## src/rtl/ksta_pkg.sv

```systemverilog
`timescale 1ns / 1ps

package ksta_pkg;

  localparam int ENTRIES  = 32;
  localparam int IDX_W    = (ENTRIES > 1) ? $clog2(ENTRIES) : 1;
  localparam int KEY_W    = 22;
  localparam int TOTAL_W  = 64;
  localparam int STATUS_W = 2;

  typedef enum logic {
    CMD_ADD   = 1'b0,
    CMD_QUERY = 1'b1
  } cmd_t;

  typedef enum logic [STATUS_W-1:0] {
    ST_EXISTING = 2'd0,
    ST_NEW      = 2'd1,
    ST_FULL     = 2'd2
  } status_t;

  // Outcome of one key search
  typedef struct packed {
    logic [IDX_W-1:0] idx;
    logic             fresh;
    logic             full;
  } lkp_res_t;

endpackage

```

## src/rtl/keyed_sleep_time_accumulator.sv

```systemverilog
`timescale 1ns / 1ps
// Each input word passes S_LOOK (key search with the total read), then S_UPD
//   (the read-modify-write), where its result word is registered; words never
//   overlap, and a result word left waiting on out_ready holds the update and
//   the input until it drains.
// Reset: synchronous, active low; clears every valid mark and all handshake state.
//   Keys and totals are not cleared: an entry is written whole when claimed.

module keyed_sleep_time_accumulator import ksta_pkg::*; (
  input  logic                clk,
  input  logic                rst_n,
  input  logic                in_valid,
  output logic                in_ready,
  input  logic                in_cmd,
  input  logic [KEY_W-1:0]    in_proc_key,
  input  logic [TOTAL_W-1:0]  in_amount_ns,
  output logic                out_valid,
  input  logic                out_ready,
  output logic [TOTAL_W-1:0]  out_total_ns,
  output logic [STATUS_W-1:0] out_status
);

  typedef enum logic [1:0] {
    S_IDLE,
    S_LOOK,
    S_UPD
  } state_t;

  state_t               state_r;
  logic                 cmd_r;
  logic [KEY_W-1:0]     key_r;
  logic [TOTAL_W-1:0]   amount_r;
  lkp_res_t             res;
  lkp_res_t             res_r;
  logic                 out_valid_r;
  logic [TOTAL_W-1:0]   total_r;
  logic [STATUS_W-1:0]  status_r;

  logic                 look;
  logic                 out_free;
  logic                 upd_fire;
  logic                 in_fire;
  logic [TOTAL_W-1:0]   rd_total;
  logic [TOTAL_W-1:0]   base;
  logic [TOTAL_W-1:0]   sum_nxt;
  logic [STATUS_W-1:0]  status_nxt;

  // The output register is free when empty or being drained this cycle
  assign out_free = !out_valid_r || out_ready;
  assign look     = (state_r == S_LOOK);
  assign upd_fire = (state_r == S_UPD) && out_free;
  // Take a new word when idle, or in the same cycle the current one retires
  assign in_ready = (state_r == S_IDLE) || upd_fire;
  assign in_fire  = in_valid && in_ready;

  ksta_lookup u_lookup (
    .clk   (clk),
    .rst_n (rst_n),
    .look  (look),
    .key   (key_r),
    .res   (res)
  );

  // Read the entry's total during the search; write it back in S_UPD once the output is free.
  // A following word reads no earlier than the edge after that write, so no
  // forwarding path is needed.
  ksta_total_ram u_total_ram (
    .clk   (clk),
    .we    (upd_fire && !res_r.full),
    .waddr (res_r.idx),
    .wdata (sum_nxt),
    .re    (look),
    .raddr (res.idx),
    .rdata (rd_total)
  );

  // A freshly claimed entry starts from zero; a query adds nothing
  always_comb begin
    base    = res_r.fresh ? '0 : rd_total;
    sum_nxt = (cmd_r == CMD_ADD) ? base + amount_r : base;
    priority if (res_r.full) begin
      status_nxt = ST_FULL;
    end else if (res_r.fresh) begin
      status_nxt = ST_NEW;
    end else begin
      status_nxt = ST_EXISTING;
    end
  end

  always_ff @(posedge clk) begin
    if (!rst_n) begin
      state_r     <= S_IDLE;
      out_valid_r <= 1'b0;
    end else begin
      unique case (state_r)
        S_IDLE: begin
          if (in_fire) begin
            state_r <= S_LOOK;
          end
        end
        S_LOOK: begin
          state_r <= S_UPD;
        end
        S_UPD: begin
          // Hold here while the previous result word is still waiting
          if (upd_fire) begin
            state_r <= in_fire ? S_LOOK : S_IDLE;
          end
        end
        default: begin
          state_r <= S_IDLE;
        end
      endcase
      if (upd_fire) begin
        out_valid_r <= 1'b1;
      end else if (out_ready) begin
        out_valid_r <= 1'b0;
      end
    end
  end

  // Payload registers
  always_ff @(posedge clk) begin
    if (in_fire) begin
      cmd_r    <= in_cmd;
      key_r    <= in_proc_key;
      amount_r <= in_amount_ns;
    end
    if (look) begin
      res_r <= res;
    end
    if (upd_fire) begin
      total_r  <= res_r.full ? '0 : sum_nxt;
      status_r <= status_nxt;
    end
  end

  assign out_valid    = out_valid_r;
  assign out_total_ns = total_r;
  assign out_status   = status_r;

endmodule

```

## src/rtl/ksta_lookup.sv

```systemverilog
`timescale 1ns / 1ps

// Key table: valid marks and keys in flops, searched in parallel.
module ksta_lookup import ksta_pkg::*; (
  input  logic             clk,
  input  logic             rst_n,
  input  logic             look,
  input  logic [KEY_W-1:0] key,
  output lkp_res_t         res
);

  logic [ENTRIES-1:0] valid_r;
  logic [KEY_W-1:0]   key_r [ENTRIES];
  logic [ENTRIES-1:0] match;
  logic               hit;
  logic               free_any;
  logic [IDX_W-1:0]   hit_idx;
  logic [IDX_W-1:0]   free_idx;

  always_comb begin
    hit      = 1'b0;
    free_any = 1'b0;
    hit_idx  = '0;
    free_idx = '0;
    for (int i = 0; i < ENTRIES; i++) begin
      match[i] = valid_r[i] && (key_r[i] == key);
    end
    // Walk downwards so the lowest-numbered entry wins
    for (int i = ENTRIES - 1; i >= 0; i--) begin
      if (match[i]) begin
        hit     = 1'b1;
        hit_idx = IDX_W'(i);
      end
      if (!valid_r[i]) begin
        free_any = 1'b1;
        free_idx = IDX_W'(i);
      end
    end
    res.idx   = hit ? hit_idx : free_idx;
    res.fresh = !hit && free_any;
    res.full  = !hit && !free_any;
  end

  // Claim the first free entry on a miss
  always_ff @(posedge clk) begin
    if (!rst_n) begin
      valid_r <= '0;
    end else if (look && res.fresh) begin
      valid_r[res.idx] <= 1'b1;
    end
  end

  always_ff @(posedge clk) begin
    if (look && res.fresh) begin
      key_r[res.idx] <= key;
    end
  end

endmodule

```

## src/rtl/ksta_total_ram.sv

```systemverilog
`timescale 1ns / 1ps

// Running totals: one write port, one read port, registered read data.
module ksta_total_ram import ksta_pkg::*; (
  input  logic               clk,
  input  logic               we,
  input  logic [IDX_W-1:0]   waddr,
  input  logic [TOTAL_W-1:0] wdata,
  input  logic               re,
  input  logic [IDX_W-1:0]   raddr,
  output logic [TOTAL_W-1:0] rdata
);

  logic [TOTAL_W-1:0] mem [ENTRIES];
  logic [TOTAL_W-1:0] rdata_r;

  always_ff @(posedge clk) begin
    if (we) begin
      mem[waddr] <= wdata;
    end
    if (re) begin
      rdata_r <= mem[raddr];
    end
  end

  assign rdata = rdata_r;

endmodule
```

## config.mk

```make
export PLATFORM = sky130hd
export DESIGN_NAME = keyed_sleep_time_accumulator
export DESIGN_NICKNAME = d
export VERILOG_FILES = /design/src/rtl/ksta_pkg.sv /design/src/rtl/keyed_sleep_time_accumulator.sv /design/src/rtl/ksta_lookup.sv /design/src/rtl/ksta_total_ram.sv
export SDC_FILE = /design/constraint.sdc
export NUM_CORES = 2
export LEC_CHECK = 0
export BUFFER_PORTS_ARGS = -buffer_cell sky130_fd_sc_hd__buf_2
export CAP_MARGIN = 5
export CORE_UTILIZATION = 50
export CTS_BUF_LIST = sky130_fd_sc_hd__clkbuf_8
export DETAILED_ROUTE_END_ITERATION = 7
export GPL_ROUTABILITY_DRIVEN = 1
export PLACE_DENSITY_LB_ADDON = 0.08
export SLEW_MARGIN = 20
export SYNTH_ARGS = -nofsm -noshare
export SYNTH_HDL_FRONTEND = slang
export SYNTH_SLANG_ARGS = --single-unit
```

## constraint.sdc

```tcl
create_clock -name clk -period 7.4 [get_ports clk]
set_clock_uncertainty 0.1 [all_clocks]
set_input_delay 0.74 -clock clk [delete_from_list [all_inputs] [get_ports clk]]
set_output_delay 0.74 -clock clk [all_outputs]
set_load 0.01 [all_outputs]
```

==> impl_results.md <==
- Drt initial violations: roughly 8,500
- IO buf count: between 150 and 200
- CP delay by family, top: compound AO/OA/AOI/OAI gates
- CTS tree: built
- Die X: 494 um
- Post-Layout Inst Area: between 100,000 and 150,000 sq um
- Power Density: 248 nW/um^2
- Worst-path cell chain: buf_4, nor2b_1, ha_1, o21ai_0, o21ai_0, a41o_1, a31oi_1, a21oi_1, a31oi_1, o31ai_1, o31ai_1, o31a_1, o21ai_0, a221oi_1, o21ai_0, xor2_1, nand3_1, nand2_1
- Via count of the first global-routing pass: 70,200
- Avg Cell Area, Syn: 15.0 sq um
- CP Class: reg -> reg
- Placed inst area: 128,000 sq um
- Sequential area share after synthesis: 0.744
- Endpoints failing hold: 0
- Clk sink count: 3,011
- Lkg Pwr: 49.7 nW
- Row Count: 180
- Post-Synthesis Cell Area: 121,000 sq um
- Total CTS buffers: 491
- Critical-path maximum fanout: 32
- Crit path capture type: flip-flop
- First-pass GRT wire length: around 500,000 um
- Antenna violations before repair: 13
- CTS Hold Bufs: a little under 90
- YS warnings: 0
- DPL Wire Length: 200,000 um
- Htree depth: 5
- R2R depth: 18
- Buffers plus inverters on the worst setup path: 1
- Net count, final: 8,932
- Hold depth: 4
- Die area: between 200,000 and 250,000 sq um
- Layout cell share with drive strength beyond 1: 0.136
- Worst VDD drop: between 0.00015 and 0.0002 V
- Required time of the worst setup path: 8.07 ns
- RSZ-0062 raised after global routing: no
- Main synth FF type: edfxtp_1
- Longest Clk Path Bufs: 4
- CTS resizes: 0
- GRT Total Usage: 0.296
- Filler cells: 19,000
- GRT overflow: 0
- Crit path depth: 18
- Cell mode on critical path: o21ai_0
- Max-cap violations: 0
- Least-Margin Pin Slew: 1.19 ns
- Area of the multi-input gates: 29,500 sq um
- Via density: 5.92
- Crit-path slowest cell: nand2_1
- Die Y: 494 um
- Max transition margin: 0.198
- Core area: 241,000 sq um
- Placer congestion estimate: ~0.86
- Remaining DRCs: 0
- Skew-Pair Late Insertion Delay: 1.15 ns
- Final period util: 0.938
- Final setup TNS: 0 ns
- Clock transition at the registers of the reported paths: about 0.060 ns
- Crit path largest cell delay: ~0.73 ns
- First-pass DRT Iterations: 6
- Syn_nets: 8,232
- CTS root buf: clkbuf_8
- Synth Register Bits: 3,011
- Area grow syn2layout: 14.0%
- Fin crit period: 6.94 ns
- Cell variety after synth: 79
- DR vias: 73,200
- Setup Fix Bufs, Post-CTS: 0
- Drt wl/cell: 29.5 um
- EDFF count, synth: 2,976
- Worst EP arrival: 7.62 ns
- Post-route ant nets: 0
- Pre-CTS setup slack: 0.651 ns
- Min setup slack post-route: 0.456 ns
- Pin count of the biggest net entering global routing: 123
- Crit start category: flip-flop
- Final setup fails: 0
- Highest Clock Rate: 144 MHz
- # IOs: 159
- Status: complete, no violations
- Post-synthesis cell count: 8,077
- Total Wirelength: 365,000 um
- FF/Latch Area: 90,100 sq um
- Initial Util: 0.503
- Count of pins over their slew limit: 0
- Asr flop ratio synth: 0
- Hold Path Class: in -> reg
## sequential cells by signal, summed over array words and instances, names as in the netlist
signal,cells
u_lookup.valid_r,32
out_valid,1
out_status,2
u_total_ram.rdata,64
amount_r,64
u_lookup.key_r,704
u_total_ram.mem,2048
cmd_r,1
res_r,7
out_total_ns,64
state_r,2
key_r,22
## final cells by class
cell class | count | area share
tap | 3185 | 0.0289
sequential | 3011 | 0.653
clock inverter | 375 | 0.0136
inverter | 28 | 0.000834
timing repair buffer | 615 | 0.0396
clock buffer | 509 | 0.0508
antenna | 6 | 0.000109
multi-input combinational | 4630 | 0.214
## through the flow
stage	cells	util	hold slack, ns	total power (W)
finish	12400	0.574	0.155	0.0342
global route	12400	0.574	0.121	0.0353
CTS	12400	0.573	0.0907	0.0344
detailed placement	11400	0.533	0.388	0.0212
global placement	11400	0.532	0.380	0.0212
floorplan	8077	-	0.362	0.0205
## cell families (layout without fill, tap and decap cells)
kind of cell,Yosys count,in the layout,synth area share
AO/OA/AOI/OAI,1108,1108,0.0541
XOR/XNOR,760,760,0.0550
adder cells (fa/ha/maj),64,64,0.00668
buffers and inverters,436,1527,0.0180
flip-flops,3011,3011,0.744
multiplexers,473,473,0.0392
other,0,6,0
AND/OR/NAND/NOR,2225,2225,0.0828
## power by group
group          internal (W)  total, W  switching [W]
combinational      0.000576   0.00186        0.00128
clock               0.00678    0.0133        0.00653
sequential           0.0190    0.0191      0.0000720
## layer usage
metal / global-route usage / routed length (um) / vias up
met5: 0 / 0 / -
met4: 0.0918 / 10900 / 0
met3: 0.0448 / 29900 / 665
met2: 0.473 / 172000 / 3441
met1: 0.418 / 152000 / 37200
li1: - / - / 31800
## worst register-to-register path, cell delays in order, from the launching register on
cell and delay, ns:
edfxtp_1 0.44, buf_4 0.25, nor2b_1 0.20, ha_1 0.30, o21ai_0 0.30, o21ai_0 0.20, a41o_1 0.33, a31oi_1 0.71
a21oi_1 0.20, a31oi_1 0.42, o31ai_1 0.24, o31ai_1 0.66, o31a_1 0.34, o21ai_0 0.22, a221oi_1 0.41, o21ai_0 0.20
xor2_1 0.22, nand3_1 0.15, nand2_1 0.73
## cells in the final DEF, fill, tap and decap left out, types with 47 or more instances in the layout
cell,n
nor2_1,142
edfxtp_1,2976
o21a_1,51
nand4_1,151
inv_1,196
buf_12,74
nor4_1,227
buf_2,158
nor2b_1,112
xnor2_1,329
buf_4,288
o22ai_1,224
clkinv_2,50
ha_1,63
nand3_1,72
xor2_1,431
a211oi_1,47
clkinv_1,130
mux2i_1,462
dlygate4sd3_1,89
a21oi_1,563
clkbuf_8,509
nand2_1,1289
nor3_1,69
## synthesized netlist by cell type (53+ instances only)
library cell     n  area share
a21oi_1        573       0.024
buf_2          181      0.0075
clkbuf_1       157      0.0049
edfxtp_1      2976        0.74
ha_1            63      0.0065
mux2i_1        462       0.038
nand2_1       1301       0.040
nand3_1         72      0.0030
nand4_1        151      0.0078
nor2_1         211      0.0065
nor2b_1        113      0.0058
nor3_1          69      0.0029
nor4_1         227       0.012
o21ai_0         53      0.0022
o22ai_1        224       0.012
xnor2_1        329       0.024
xor2_1         431       0.031
## final timing paths
kind	end	slack [ns]	start
setup / recovery	u_total_ram.mem[19][63]	0.46	res_r[1]
hold / removal	state_r[1]	0.16	rst_n
setup reg to reg	u_total_ram.mem[19][63]	0.46	res_r[1]
hold reg to reg	out_valid	0.40	out_valid
Note: power is estimated with default switching activity, not from simulation.
